[src/rtl/prqs_pkg.sv]
// Shared types, codes and default sizes for the priority ready queue scheduler.
`default_nettype none
package prqs_pkg;

    // Default sizes
    localparam int READY_DEPTH_DEF = 32;
    localparam int NUM_DISKS_DEF   = 4;
    localparam int DISK_DEPTH_DEF  = 16;

    // Request modes
    localparam logic [1:0] MODE_ADMIT    = 2'd0;
    localparam logic [1:0] MODE_DISK_REQ = 2'd1;
    localparam logic [1:0] MODE_DISK_CMP = 2'd2;
    localparam logic [1:0] MODE_REMOVE   = 2'd3;

    // Result status codes
    localparam logic [2:0] ST_OK        = 3'd0;
    localparam logic [2:0] ST_BAD_DISK  = 3'd1;
    localparam logic [2:0] ST_CPU_IDLE  = 3'd2;
    localparam logic [2:0] ST_DISK_IDLE = 3'd3;
    localparam logic [2:0] ST_FULL      = 3'd4;

    // Queue engine operations
    localparam logic OP_ADMIT  = 1'b0;
    localparam logic OP_REMOVE = 1'b1;

    localparam int ENTRY_W = 24;

    typedef struct packed {
        logic [15:0] pid;
        logic [7:0]  prio;
    } t_entry;

    typedef struct packed {
        logic [1:0]  mode;
        logic [15:0] pid;
        logic [7:0]  priority_req;
        logic [2:0]  disk;
    } t_in_item;

    typedef struct packed {
        logic [2:0]  status;
        logic        running_valid;
        logic [15:0] running_pid;
        logic [7:0]  running_priority;
    } t_out_item;

    typedef struct packed {
        logic   go;
        logic   op;
        t_entry entry;
    } t_eng_cmd;

    typedef struct packed {
        logic   busy;
        logic   empty;
        logic   full;
        t_entry front;
    } t_eng_stat;

endpackage
`default_nettype wire

[src/rtl/prqs_ram.sv]
// Generic simple dual-port RAM with registered read.
`default_nettype none
module prqs_ram #(
    parameter int WIDTH = 24,
    parameter int DEPTH = 32,
    parameter int AW    = (DEPTH > 1) ? $clog2(DEPTH) : 1
) (
    input  wire logic             i_clk,
    input  wire logic             i_we,
    input  wire logic [AW-1:0]    i_waddr,
    input  wire logic [WIDTH-1:0] i_wdata,
    input  wire logic [AW-1:0]    i_raddr,
    output logic      [WIDTH-1:0] o_rdata
);

    logic [WIDTH-1:0] r_mem [DEPTH];
    logic [WIDTH-1:0] r_rdata;

    always_ff @(posedge i_clk) begin
        if (i_we) begin
            r_mem[i_waddr] <= i_wdata;
        end
        r_rdata <= r_mem[i_raddr];
    end

    assign o_rdata = r_rdata;

endmodule
`default_nettype wire

[src/rtl/prqs_engine.sv]
// Ready queue engine: RAM-backed queue with a one-entry-per-cycle move sequencer.
`default_nettype none
module prqs_engine
    import prqs_pkg::*;
#(
    parameter int READY_DEPTH = READY_DEPTH_DEF
) (
    input  wire logic      i_clk,
    input  wire logic      i_rst_n,
    input  wire t_eng_cmd  i_cmd,
    output t_eng_stat      o_stat
);

    localparam int AW = $clog2(READY_DEPTH);
    localparam int CW = $clog2(READY_DEPTH + 1);

    localparam logic [2:0] S_IDLE        = 3'd0;
    localparam logic [2:0] S_SHIFT       = 3'd1;
    localparam logic [2:0] S_SHIFT_END   = 3'd2;
    localparam logic [2:0] S_PUT         = 3'd3;
    localparam logic [2:0] S_COMPACT     = 3'd4;
    localparam logic [2:0] S_COMPACT_END = 3'd5;

    logic [2:0]    r_state, n_state;
    logic [CW-1:0] r_count, n_count;
    logic [CW-1:0] r_j, n_j;
    logic [AW-1:0] r_src, n_src;
    logic [AW-1:0] r_pdst, n_pdst;
    logic          r_pv, n_pv;
    logic [AW-1:0] r_put, n_put;
    t_entry        r_e, n_e;
    t_entry        r_front, n_front;
    logic [15:0]   r_pid, n_pid;
    logic          r_found, n_found;
    t_entry        r_best, n_best;
    logic [AW-1:0] r_loc, n_loc;

    logic          ram_we;
    logic [AW-1:0] ram_waddr;
    t_entry        ram_wdata;
    logic [AW-1:0] ram_raddr;
    t_entry        ram_rdata;
    logic          keep;
    logic [CW-1:0] cnt_m1;
    logic [AW-1:0] loc_m1;

    prqs_ram #(
        .WIDTH (ENTRY_W),
        .DEPTH (READY_DEPTH),
        .AW    (AW)
    ) u_ready_ram (
        .i_clk   (i_clk),
        .i_we    (ram_we),
        .i_waddr (ram_waddr),
        .i_wdata (ram_wdata),
        .i_raddr (ram_raddr),
        .o_rdata (ram_rdata)
    );

    // Sequencer: moves one entry per cycle through the RAM read pipeline
    always_comb begin
        n_state = r_state;
        n_count = r_count;
        n_j     = r_j;
        n_src   = r_src;
        n_pdst  = r_pdst;
        n_pv    = r_pv;
        n_put   = r_put;
        n_e     = r_e;
        n_front = r_front;
        n_pid   = r_pid;
        n_found = r_found;
        n_best  = r_best;
        n_loc   = r_loc;

        ram_we    = 1'b0;
        ram_waddr = r_pdst;
        ram_wdata = ram_rdata;
        ram_raddr = r_src;

        cnt_m1 = r_count - CW'(1);
        loc_m1 = '0;

        // compaction: keep non-matching entries, track first maximum
        keep = r_pv && (ram_rdata.pid != r_pid) &&
               ((r_state == S_COMPACT) || (r_state == S_COMPACT_END));
        if (keep) begin
            ram_we    = 1'b1;
            ram_waddr = r_j[AW-1:0];
            n_j       = r_j + CW'(1);
            if (!r_found || (ram_rdata.prio > r_best.prio)) begin
                n_found = 1'b1;
                n_best  = ram_rdata;
                n_loc   = r_j[AW-1:0];
            end
        end

        unique case (r_state)
            S_IDLE: begin
                n_pv = 1'b0;
                if (i_cmd.go) begin
                    if (i_cmd.op == OP_ADMIT) begin
                        if (r_count == '0) begin
                            ram_we    = 1'b1;
                            ram_waddr = '0;
                            ram_wdata = i_cmd.entry;
                            n_front   = i_cmd.entry;
                            n_count   = CW'(1);
                        end else if (r_front.prio < i_cmd.entry.prio) begin
                            n_state = S_SHIFT;
                            n_src   = cnt_m1[AW-1:0];
                            n_e     = i_cmd.entry;
                            n_put   = '0;
                            n_count = r_count + CW'(1);
                        end else begin
                            ram_we    = 1'b1;
                            ram_waddr = r_count[AW-1:0];
                            ram_wdata = i_cmd.entry;
                            n_count   = r_count + CW'(1);
                        end
                    end else if (r_count != '0) begin
                        n_state = S_COMPACT;
                        n_src   = '0;
                        n_j     = '0;
                        n_found = 1'b0;
                        n_pid   = i_cmd.entry.pid;
                    end
                end
            end
            S_SHIFT: begin
                ram_we = r_pv;
                n_pv   = 1'b1;
                n_pdst = r_src + AW'(1);
                if (r_src == '0) begin
                    n_state = S_SHIFT_END;
                end else begin
                    n_src = r_src - AW'(1);
                end
            end
            S_SHIFT_END: begin
                ram_we  = r_pv;
                n_pv    = 1'b0;
                n_state = S_PUT;
            end
            S_PUT: begin
                ram_we    = 1'b1;
                ram_waddr = r_put;
                ram_wdata = r_e;
                if (r_put == '0) begin
                    n_front = r_e;
                end
                n_state = S_IDLE;
            end
            S_COMPACT: begin
                n_pv = 1'b1;
                if ((CW'(r_src) + CW'(1)) == r_count) begin
                    n_state = S_COMPACT_END;
                end else begin
                    n_src = r_src + AW'(1);
                end
            end
            S_COMPACT_END: begin
                n_pv    = 1'b0;
                n_count = n_j;
                n_state = S_IDLE;
                if (n_found) begin
                    n_front = n_best;
                    if (n_loc != '0) begin
                        // rotate the best entry to the front
                        loc_m1  = n_loc - AW'(1);
                        n_state = S_SHIFT;
                        n_src   = loc_m1;
                        n_e     = n_best;
                        n_put   = '0;
                    end
                end
            end
            default: begin
                n_state = S_IDLE;
            end
        endcase
    end

    // Control registers
    always_ff @(posedge i_clk) begin
        if (!i_rst_n) begin
            r_state <= S_IDLE;
            r_count <= '0;
            r_pv    <= 1'b0;
        end else begin
            r_state <= n_state;
            r_count <= n_count;
            r_pv    <= n_pv;
        end
    end

    // Working registers
    always_ff @(posedge i_clk) begin
        r_j     <= n_j;
        r_src   <= n_src;
        r_pdst  <= n_pdst;
        r_put   <= n_put;
        r_e     <= n_e;
        r_front <= n_front;
        r_pid   <= n_pid;
        r_found <= n_found;
        r_best  <= n_best;
        r_loc   <= n_loc;
    end

    assign o_stat.busy  = (r_state != S_IDLE);
    assign o_stat.empty = (r_count == '0);
    assign o_stat.full  = (r_count == CW'(READY_DEPTH));
    assign o_stat.front = r_front;

    // Checks
    a_count_range: assert property (@(posedge i_clk) disable iff (!i_rst_n)
        r_count <= CW'(READY_DEPTH))
        else $error("ready count above depth");

    a_compact_order: assert property (@(posedge i_clk) disable iff (!i_rst_n)
        (r_state == S_COMPACT) |-> (r_j <= CW'(r_src)))
        else $error("compaction write index passed read index");

    a_put_ends: assert property (@(posedge i_clk) disable iff (!i_rst_n)
        (r_state == S_PUT) |=> (r_state == S_IDLE))
        else $error("put did not end the operation");

    a_shift_follows: assert property (@(posedge i_clk) disable iff (!i_rst_n)
        (r_state == S_SHIFT_END) |=> (r_state == S_PUT))
        else $error("shift end not followed by put");

endmodule
`default_nettype wire

[src/rtl/priority_ready_queue_scheduler.sv]
// Top level: request decode, disk FIFOs, config register and result register.
//
//  channel | direction | handshake             | payload
//  in      | input     | i_in_valid/o_in_stall | i_in_data  (t_in_item)
//  out     | output    | o_out_valid/i_out_stall | o_out_data (t_out_item)
//  cfg     | input     | i_cfg_we              | i_cfg_wdata (disks_in_use)
//
// One request at a time. An error found at accept goes straight to the result;
// admit to the back writes the ready RAM at once, and disk complete first reads
// the FIFO head. Admit to the front shifts the ready RAM (one entry a cycle).
// Remove and disk request compact the ready RAM, then rotate the best entry to
// the front when it is not already at location 0.
// Reset is synchronous, active low; no clearing pass is needed.
// A stalled result is held while the next request is accepted and worked on.
`default_nettype none
module priority_ready_queue_scheduler
    import prqs_pkg::*;
#(
    parameter int READY_DEPTH = READY_DEPTH_DEF,
    parameter int NUM_DISKS   = NUM_DISKS_DEF,
    parameter int DISK_DEPTH  = DISK_DEPTH_DEF
) (
    input  wire logic      i_clk,
    input  wire logic      i_rst_n,
    input  wire logic      i_in_valid,
    output logic           o_in_stall,
    input  wire t_in_item  i_in_data,
    output logic           o_out_valid,
    input  wire logic      i_out_stall,
    output t_out_item      o_out_data,
    input  wire logic      i_cfg_we,
    input  wire logic [2:0] i_cfg_wdata
);

    localparam int DW   = (NUM_DISKS > 1) ? $clog2(NUM_DISKS) : 1;
    localparam int HW   = (DISK_DEPTH > 1) ? $clog2(DISK_DEPTH) : 1;
    localparam int NW   = $clog2(DISK_DEPTH + 1);
    localparam int SW   = NW + 1;
    localparam int FD   = NUM_DISKS * DISK_DEPTH;
    localparam int FAW  = (FD > 1) ? $clog2(FD) : 1;

    localparam logic [2:0] T_IDLE      = 3'd0;
    localparam logic [2:0] T_WAIT      = 3'd1;
    localparam logic [2:0] T_PUSH_WAIT = 3'd2;
    localparam logic [2:0] T_POP       = 3'd3;
    localparam logic [2:0] T_RESULT    = 3'd4;

    logic [2:0]    r_state, n_state;
    logic [2:0]    r_disks;
    logic [2:0]    r_disk, n_disk;
    t_entry        r_e, n_e;
    logic [2:0]    r_status, n_status;
    logic [HW-1:0] r_heads  [NUM_DISKS];
    logic [NW-1:0] r_counts [NUM_DISKS];
    logic [HW-1:0] n_head;
    logic [NW-1:0] n_cnt;
    logic          head_we;
    t_out_item     r_out;
    logic          r_out_v;

    t_eng_cmd      eng_cmd;
    t_eng_stat     eng_stat;

    logic [2:0]    sel_disk;
    logic [DW-1:0] sel_idx;
    logic          disk_ok;
    logic [HW-1:0] cur_head;
    logic [NW-1:0] cur_cnt;
    logic [SW-1:0] slot_sum;
    logic [SW-1:0] slot_wrap;
    logic [HW-1:0] slot;
    logic          in_acc;
    logic          out_load;

    logic           dram_we;
    logic [FAW-1:0] dram_waddr;
    logic [FAW-1:0] dram_raddr;
    t_entry         dram_rdata;

    prqs_engine #(
        .READY_DEPTH (READY_DEPTH)
    ) u_engine (
        .i_clk   (i_clk),
        .i_rst_n (i_rst_n),
        .i_cmd   (eng_cmd),
        .o_stat  (eng_stat)
    );

    prqs_ram #(
        .WIDTH (ENTRY_W),
        .DEPTH (FD),
        .AW    (FAW)
    ) u_disk_ram (
        .i_clk   (i_clk),
        .i_we    (dram_we),
        .i_waddr (dram_waddr),
        .i_wdata (r_e),
        .i_raddr (dram_raddr),
        .o_rdata (dram_rdata)
    );

    // Disk selection and FIFO addressing
    assign sel_disk = (r_state == T_IDLE) ? i_in_data.disk : r_disk;
    assign sel_idx  = sel_disk[DW-1:0];
    assign disk_ok  = ({1'b0, sel_disk} < {1'b0, r_disks}) &&
                      ({1'b0, sel_disk} < 4'(NUM_DISKS));
    assign cur_head = disk_ok ? r_heads[sel_idx] : '0;
    assign cur_cnt  = disk_ok ? r_counts[sel_idx] : '0;

    assign slot_sum  = SW'(cur_head) + SW'(cur_cnt);
    assign slot_wrap = (slot_sum >= SW'(DISK_DEPTH)) ? (slot_sum - SW'(DISK_DEPTH)) : slot_sum;
    assign slot      = slot_wrap[HW-1:0];

    assign dram_raddr = FAW'(int'(sel_idx) * DISK_DEPTH + int'(cur_head));
    assign dram_waddr = FAW'(int'(sel_idx) * DISK_DEPTH + int'(slot));

    assign in_acc   = i_in_valid && (r_state == T_IDLE);
    assign out_load = (r_state == T_RESULT) && (!r_out_v || !i_out_stall);

    // Request sequencer
    always_comb begin
        n_state  = r_state;
        n_disk   = r_disk;
        n_e      = r_e;
        n_status = r_status;
        eng_cmd  = '0;
        dram_we  = 1'b0;
        head_we  = 1'b0;
        n_head   = cur_head;
        n_cnt    = cur_cnt;

        unique case (r_state)
            T_IDLE: begin
                if (in_acc) begin
                    n_disk   = i_in_data.disk;
                    n_status = ST_OK;
                    unique case (i_in_data.mode)
                        MODE_ADMIT: begin
                            if (eng_stat.full) begin
                                n_status = ST_FULL;
                                n_state  = T_RESULT;
                            end else begin
                                eng_cmd.go    = 1'b1;
                                eng_cmd.op    = OP_ADMIT;
                                eng_cmd.entry = '{pid: i_in_data.pid,
                                                  prio: i_in_data.priority_req};
                                n_state       = T_WAIT;
                            end
                        end
                        MODE_REMOVE: begin
                            eng_cmd.go        = 1'b1;
                            eng_cmd.op        = OP_REMOVE;
                            eng_cmd.entry.pid = i_in_data.pid;
                            n_state           = T_WAIT;
                        end
                        MODE_DISK_REQ: begin
                            if (!disk_ok) begin
                                n_status = ST_BAD_DISK;
                                n_state  = T_RESULT;
                            end else if (eng_stat.empty) begin
                                n_status = ST_CPU_IDLE;
                                n_state  = T_RESULT;
                            end else begin
                                n_e               = eng_stat.front;
                                eng_cmd.go        = 1'b1;
                                eng_cmd.op        = OP_REMOVE;
                                eng_cmd.entry.pid = eng_stat.front.pid;
                                n_state           = T_PUSH_WAIT;
                            end
                        end
                        MODE_DISK_CMP: begin
                            if (!disk_ok) begin
                                n_status = ST_BAD_DISK;
                                n_state  = T_RESULT;
                            end else if (cur_cnt == '0) begin
                                n_status = ST_DISK_IDLE;
                                n_state  = T_RESULT;
                            end else begin
                                // head read issued now, data next cycle
                                head_we = 1'b1;
                                n_head  = ((HW+1)'(cur_head) + (HW+1)'(1) ==
                                           (HW+1)'(DISK_DEPTH)) ? '0 : cur_head + HW'(1);
                                n_cnt   = cur_cnt - NW'(1);
                                n_state = T_POP;
                            end
                        end
                        default: begin
                            n_state = T_RESULT;
                        end
                    endcase
                end
            end
            T_PUSH_WAIT: begin
                if (!eng_stat.busy) begin
                    if (cur_cnt == NW'(DISK_DEPTH)) begin
                        n_status = ST_FULL;
                    end else begin
                        dram_we = 1'b1;
                        head_we = 1'b1;
                        n_cnt   = cur_cnt + NW'(1);
                    end
                    n_state = T_RESULT;
                end
            end
            T_POP: begin
                if (eng_stat.full) begin
                    n_status = ST_FULL;
                    n_state  = T_RESULT;
                end else begin
                    eng_cmd.go    = 1'b1;
                    eng_cmd.op    = OP_ADMIT;
                    eng_cmd.entry = dram_rdata;
                    n_state       = T_WAIT;
                end
            end
            T_WAIT: begin
                if (!eng_stat.busy) begin
                    n_state = T_RESULT;
                end
            end
            T_RESULT: begin
                if (out_load) begin
                    n_state = T_IDLE;
                end
            end
            default: begin
                n_state = T_IDLE;
            end
        endcase
    end

    // Control registers
    always_ff @(posedge i_clk) begin
        if (!i_rst_n) begin
            r_state <= T_IDLE;
            r_disks <= 3'd4;
            r_out_v <= 1'b0;
            for (int k = 0; k < NUM_DISKS; k++) begin
                r_heads[k]  <= '0;
                r_counts[k] <= '0;
            end
        end else begin
            r_state <= n_state;
            if (i_cfg_we) begin
                r_disks <= i_cfg_wdata;
            end
            if (head_we) begin
                r_heads[sel_idx]  <= n_head;
                r_counts[sel_idx] <= n_cnt;
            end
            if (out_load) begin
                r_out_v <= 1'b1;
            end else if (!i_out_stall) begin
                r_out_v <= 1'b0;
            end
        end
    end

    // Payload registers
    always_ff @(posedge i_clk) begin
        r_disk   <= n_disk;
        r_e      <= n_e;
        r_status <= n_status;
        if (out_load) begin
            r_out.status           <= r_status;
            r_out.running_valid    <= !eng_stat.empty;
            r_out.running_pid      <= eng_stat.empty ? 16'd0 : eng_stat.front.pid;
            r_out.running_priority <= eng_stat.empty ? 8'd0 : eng_stat.front.prio;
        end
    end

    assign o_in_stall  = (r_state != T_IDLE);
    assign o_out_valid = r_out_v;
    assign o_out_data  = r_out;

    // Checks
    a_disk_count: assert property (@(posedge i_clk) disable iff (!i_rst_n)
        head_we |-> (n_cnt <= NW'(DISK_DEPTH)))
        else $error("disk FIFO count above depth");

    a_idle_result: assert property (@(posedge i_clk) disable iff (!i_rst_n)
        (r_out_v && !r_out.running_valid) |->
            ((r_out.running_pid == 16'd0) && (r_out.running_priority == 8'd0)))
        else $error("idle result carries a pid");

    a_pop_admits: assert property (@(posedge i_clk) disable iff (!i_rst_n)
        (r_state == T_POP) |-> !eng_stat.busy)
        else $error("pop while engine busy");

    a_engine_go_idle: assert property (@(posedge i_clk) disable iff (!i_rst_n)
        eng_cmd.go |-> !eng_stat.busy)
        else $error("engine started while busy");

endmodule
`default_nettype wire

[config.mk]
export PLATFORM = sky130hd
export DESIGN_NAME = priority_ready_queue_scheduler
export DESIGN_NICKNAME = d
export VERILOG_FILES = /design/src/rtl/prqs_pkg.sv /design/src/rtl/prqs_ram.sv /design/src/rtl/prqs_engine.sv /design/src/rtl/priority_ready_queue_scheduler.sv
export SDC_FILE = /design/constraint.sdc
export NUM_CORES = 2
export LEC_CHECK = 0
export BUFFER_PORTS_ARGS = -buffer_cell sky130_fd_sc_hd__buf_2
export CAP_MARGIN = 10
export CORE_ASPECT_RATIO = 0.7
export CORE_MARGIN = 3
export CORE_UTILIZATION = 50
export CTS_CLUSTER_DIAMETER = 100
export DETAILED_ROUTE_END_ITERATION = 10
export PLACE_DENSITY = 0.63
export SLEW_MARGIN = 25
export SYNTH_ARGS = -nofsm -noshare
export SYNTH_HDL_FRONTEND = slang
export SYNTH_HIERARCHICAL = 1
export SYNTH_SLANG_ARGS = --single-unit
[constraint.sdc]
create_clock -name i_clk -period 13.39 [get_ports i_clk]
set_input_delay 0.6695 -clock i_clk [delete_from_list [all_inputs] [get_ports i_clk]]
set_output_delay 0.6695 -clock i_clk [all_outputs]
set_load 0.1 [all_outputs]
Yosys cells after proc, flatten, opt, wreduce, memory -nomap -nowiden:

Memory sizes are Yosys's and may differ from the RTL's. A register that Yosys moved wholly into a read port is not among the register bits.
Index checks and enable logic that the tools add are counted.

* memory bits (writable): 2340
* input bits: 37
* memories kept: 4
* output and inout port bits: 30
* logic and storage cells: 282
* bits in registers: 190

* muxes and demuxes: 147
* reduce and logical (&&, ||, !) cells: 44
* bitwise gates (word level): 1
* $add $sub $neg: 15
* order comparisons: 5
* equality and inequality tests: 39

Memory list
* u_disk_ram.r_mem: words 64, bits a word 24, rd ports 1, clocked after Yosys merged registers in 1, wr ports 1, line prqs_ram.sv:16 `logic [WIDTH-1:0] r_mem [DEPTH];`
* u_engine.u_ready_ram.r_mem: words 32, bits a word 24, rd ports 1, clocked after Yosys merged registers in 1, wr ports 1, line prqs_ram.sv:16
* r_counts: words 4, bits a word 5, rd ports 1, clocked after Yosys merged registers in 0, wr ports 4, line priority_ready_queue_scheduler.sv:54 `logic [NW-1:0] r_counts [NUM_DISKS];`
* r_heads: words 4, bits a word 4, rd ports 1, clocked after Yosys merged registers in 0, wr ports 4, line priority_ready_queue_scheduler.sv:53 `logic [HW-1:0] r_heads [NUM_DISKS];`

Operators by type and width (count)
* $mux 24: 17
* $mux 5: 30
* $pmux 24 s2: 2
* $mux 26: 3
* $pmux 24 s3: 1
* $mux 3: 22
* $pmux 18 s3: 1
* $pmux 26 s2: 1
* $mux 6: 8
* $mux 18: 2
* $mux 4: 9
* $mux 1: 31
* $ne 2x2->1 const B: 15
* $pmux 5 s2: 3
* $pmux 3 s4: 2
* $pmux 5 s4: 1
* $sub 5x1->5 const B: 4
* $pmux 3 s3: 2
* $ne 16x16->1: 1
* $logic_not 5->1: 3
* $pmux 3 s5: 1
* $add 6x1->6 const B: 2
* $add 6x4->6: 2
* $eq 3x2->1 const B: 4
* other kinds (50): 84

Logic depth before layout (Yosys ltp):

* depth in word-level cells: 16
* mapped depth: 25
* gate-level depth less buffers: 20

Hierarchy:

The synthesis kept the hierarchy.

Modules (own cells, without submodules)
* prqs_ram (u_disk_ram): area each 59330.7 um^2, instances 1, sequential area each 46604.7 um^2, cells each 2611
* prqs_ram (u_engine.u_ready_ram): area each 30480.5 um^2, instances 1, sequential area each 23542.6 um^2, cells each 1711
* prqs_engine: area each 6399.9 um^2, instances 1, sequential area each 3143.0 um^2, cells each 613
* priority_ready_queue_scheduler: area each 5506.5 um^2, instances 1, sequential area each 2962.8 um^2, cells each 480

Least setup slack after synthesis:

Ideal clock, no wire load.

* path kind: reg2reg
* start: reg r_state[2] (netlist name)
* end: mem u_disk_ram.r_mem[10][0] (enable)
* stages on the path, launching flop included: 24
* period minus slack after synthesis: 6654 ps
* buffers on the path: 7
* setup time: 405 ps
* data arrival time: 6249 ps
* path slack: 6736 ps
* data required time: 12985 ps
* cell sequence: dfxtp_1 > buf_2 > nor3_4 > inv_2 > buf_2 > mux2i_4 > buf_6 > inv_1 > ha_1 > o21ai_0 > a41oi_2 > or3b_4 > clkbuf_1 > buf_1 > nor2_1 > ha_1 > inv_1 > fa_1 > inv_1 > clkbuf_1 > or3b_2 > or2_2 > clkbuf_1 > nor2_1

RTL lines (line)
* end, declared: prqs_ram.sv:16

==> impl_metrics.csv <==
group,metric,value,unit
run_status,outcome,"finished, final reports clean",
cells_and_area,fillerInstances,15000,
die,dieArea,209000,um2
place,place_hpwl,168000,um
cells_and_area,layout_commonest_cell,"edfxtp_1",
clocking,cts_buffers,238,
grt,grt_pass1_wl,390000,um
timing,hold_viol_final,0,
pwr,switching_share,0.289,
hold_path,holdPathStages,3,
setup_path,cp_data_required_time,14.15,ns
pwr,p_seq_frac,0.488,
die,rows,137,
yosys,async_flop_share,0,
cells_and_area,final_nets,5674,
die,io_pins,67,
timing,tightest_slew,1.24,ns
grt,antenna_found_initial,14,
setup_path,cp_max_fo,83,
setup_path,start_kind,"register",
grt,grt_start_max_net_pins,116,
timing,setup_violations,0,
timing,grt_setup_unrepaired,"no",
die,core,201000,um2
pwr,combPwrFrac,0.181,
pwr,clkPwrFrac,0.331,
setup_path,end_kind,"register",
pwr,power.switching,5.78,mW
timing,min_period_over_period,0.607,
routing,dr.pass1.iters,6,
setup_path,arrival,8.89,ns
yosys,ys_seq_elements,2573,
timing,period_minus_slack,8.12,ns
routing,wl_per_cell,32.5,um
routing,antenna_left,0,
setup_path,reg2regPathDepth,18,
job,maxCapViolations,0,
clocking,clock-sinks,2573,
cells_and_area,synthToLayoutAreaGrowth,11.5,%
yosys,syn_nets,5483,
routing,routed_via_density,6.37,
grt,grt_pass1_vias,51000,
pwr,p_total,20.0,mW
hold_path,min_path_type,"input port to register",
yosys,synth-edff-count,2472,
setup_path,cpMostUsedCell,"buf_4",
clocking,cts_tree,"built",
timing,fin_setup_tns,0,ns
cells_and_area,drive_gt1_frac,0.207,
yosys,synth_sequential_area_ratio,0.750,
grt,use_met3,0.0975,
yosys,yosysTopAreaCell,"edfxtp_1",
setup_path,critical-path-max-stage-delay,0.94,ns
routing,vias,54300,
setup_path,crit_type,"register to register",
grt,met1_usage,0.427,
yosys,yosys_warnings,6,
place,io_buffer_count,66,
setup_path,timing.rr.start,"r_state[1]",
grt,grtUsageTotal,0.263,
setup_path,worstPathCellList,"nor3_4 -> inv_2 -> mux2i_4 -> clkinv_1 -> buf_4 -> ha_1 -> o21ai_0 -> a41oi_2 -> or3b_4 -> nor2_4 -> buf_4 -> buf_4 -> buf_12 -> mux4_2 -> mux2_2 -> a221oi_1 -> a31oi_1 -> o21a_1",
hold_path,min_from,"i_cfg_wdata[1]",
yosys,ys_types,90,
setup_path,r2r_end,"u_disk_ram/o_rdata[16]",
routing,routed_wl,277000,um
cells_and_area,layout_common_cells,"edfxtp_1, mux2i_1, mux4_2, clkbuf_16, nand2_1",
place,gp_congestion,0.874,
clocking,clock_path_buffers,4,
setup_path,rrSetupSlack,5.27,ns
yosys,syn_avg_cell_area,18.8,um2
die,die_h,383,um
timing,skew,0.0898,ns
routing,drc,0,
hold_path,hold_end,"r_disks[1]",
routing,drt_iter0_drc,8371,
grt,use_met2,0.339,
yosys,synthFlopType,"edfxtp_1",
yosys,syn-cell-area,102000,um2
grt,grt_overflow,0,
clocking,hold_buffers,2,
timing,maxSlewViolCount,0,
die,die_w,545,um
clocking,htree_levels,4,
setup_path,slowest_stage,"a221oi_1",
timing,relSlewSlack,0.175,
clocking,cts_root_buffer,"clkbuf_16",
clocking,clk_pin_slew,0.06,ns
pwr,ir_worst_vdd,0.123,mV
die,initial_core_util,0.507,
grt,top_usage_layer,"met1",
clocking,cts_setup_buffers,0,
pwr,internal_power,14.2,mW
pwr,power_density,176,nW/um2
yosys,yosysTopAreaCellShare,0.730,
yosys,synth_area_leaders,"edfxtp_1, mux4_2, mux2i_1",
clocking,cts_resized,0,
pwr,p_leak,36.7,nW
timing,fmax,123,MHz
yosys,postSynthCellCount,5415,
clocking,clock_latency,0.90,ns
==> layout make-up <==
| class | instances | area, um2 | share of cell area |
|---|---|---|---|
| inverter | 54 | 203 | 0.00179 |
| timing repair buffer | 259 | 1890 | 0.0167 |
| tap | 2710 | 3390 | 0.0299 |
| antenna | 2 | 5.00 | 0.0000441 |
| sequential | 2573 | 76300 | 0.673 |
| clock inverter | 132 | 1150 | 0.0102 |
| clock buffer | 305 | 6370 | 0.0562 |
| multi-input combinational | 2480 | 24100 | 0.213 |
==> cell usage after synthesis, drive strengths merged (10+ instances only) <==
cell type and instances:
xnor2 18, and2 39, a221o 25, a221oi 53, nor3 46, nand2b 12
o21a 18, o22ai 45, mux2i 522, inv 52, a22oi 153, nor2b 47
buf 175, a21oi 106, a31oi 40, dfxtp 101, edfxtp 2472, nand3b 12
mux2 70, nand3 116, clkbuf 133, ha 30, nor2 188, a22o 58
nand2 247, mux4 364, xor2 27, o2111ai 10, a21o 34, o21ai 69
o211ai 12, or2 14
==> worst max-delay path by stage <==
stage / startpoint / to / slack [ns] / cells past startpoint
global placement: r_state[1] / u_disk_ram/o_rdata[16] / 5.42 / 18
floorplan: r_state[2] / u_disk_ram/r_mem[10][0] / 6.74 / 23
finish: r_state[1] / u_disk_ram/o_rdata[16] / 5.27 / 18
global route: r_state[1] / u_engine/u_ready_ram/r_mem[23][11] / 4.89 / 20
detailed placement: r_state[1] / u_disk_ram/o_rdata[16] / 5.44 / 18
CTS: r_state[1] / u_disk_ram/o_rdata[16] / 5.40 / 18
==> power by group through the flow <==
stage / Clock (mW) / Sequential (mW) / Combinational [mW]
2_1_floorplan: 0 / 9.83 / 2.08
6_report: 6.62 / 9.77 / 3.62
3_5_place_dp: 0 / 9.93 / 3.56
3_3_place_gp: 0 / 9.93 / 3.51
5_1_grt: 7.06 / 9.78 / 3.81
4_1_cts: 6.71 / 9.75 / 3.57
==> cell families (layout without fill, tap and decap cells) <==
family / after synthesis / after routing / share of synthesized area
xor+xnor: 45 / 45 / 0.00387
fa+ha+maj: 31 / 31 / 0.00389
mux: 956 / 956 / 0.140
flops: 2573 / 2573 / 0.750
simple gates: 775 / 775 / 0.0361
buf+inv: 362 / 750 / 0.0189
other cells: 0 / 2 / 0
compound gates: 673 / 673 / 0.0476
==> sequential cells by signal (all words and copies together), names as in the netlist, 5 cells and up <==
register / count
u_engine/r_best: 24
u_engine/u_ready_ram/r_mem: 768
u_engine/u_ready_ram/o_rdata: 24
u_disk_ram/o_rdata: 24
u_disk_ram/r_mem: 1536
u_engine/r_src: 5
r_counts: 20
u_engine/r_pdst: 5
u_engine/r_e: 24
r_heads: 16
u_engine/r_pid: 16
r_e: 24
u_engine/o_stat: 24
u_engine/r_count: 6
u_engine/r_loc: 5
u_engine/r_j: 6
o_out_data: 28
==> worst max-delay path: cells and delay by family, from the launching register on <==
family,cells,cell delay [ns]
buffers and inverters,6,2.67
AO/OA/AOI/OAI,5,1.70
multiplexers,3,1.35
AND/OR/NAND/NOR,3,0.92
flip-flops,1,0.83
adder cells (fa/ha/maj),1,0.34
==> layer usage <==
| metal | part of all wire | wire (um) | vias to the layer above |
|---|---|---|---|
| met3 | 0.15 | 40300 | 315 |
| li1 | - | - | 22300 |
| met2 | 0.40 | 110000 | 3130 |
| met1 | 0.44 | 122000 | 28500 |
| met5 | 0.000040 | 11 | - |
| met4 | 0.015 | 4180 | 2 |
==> per-stage QoR <==
stage	setup WS (ns)	util	hold WS (ns)	instances	cell area, um2
global route	4.89	0.565	0.0722	8513	113000
CTS	5.40	0.564	0.0386	8509	113000
detailed placement	5.44	0.527	0.423	8070	106000
global placement	5.42	0.526	0.419	8062	106000
floorplan	6.74	-	0.400	5415	102000
finish	5.27	0.565	0.0972	8515	113000
(Power assumes the default switching activity.)
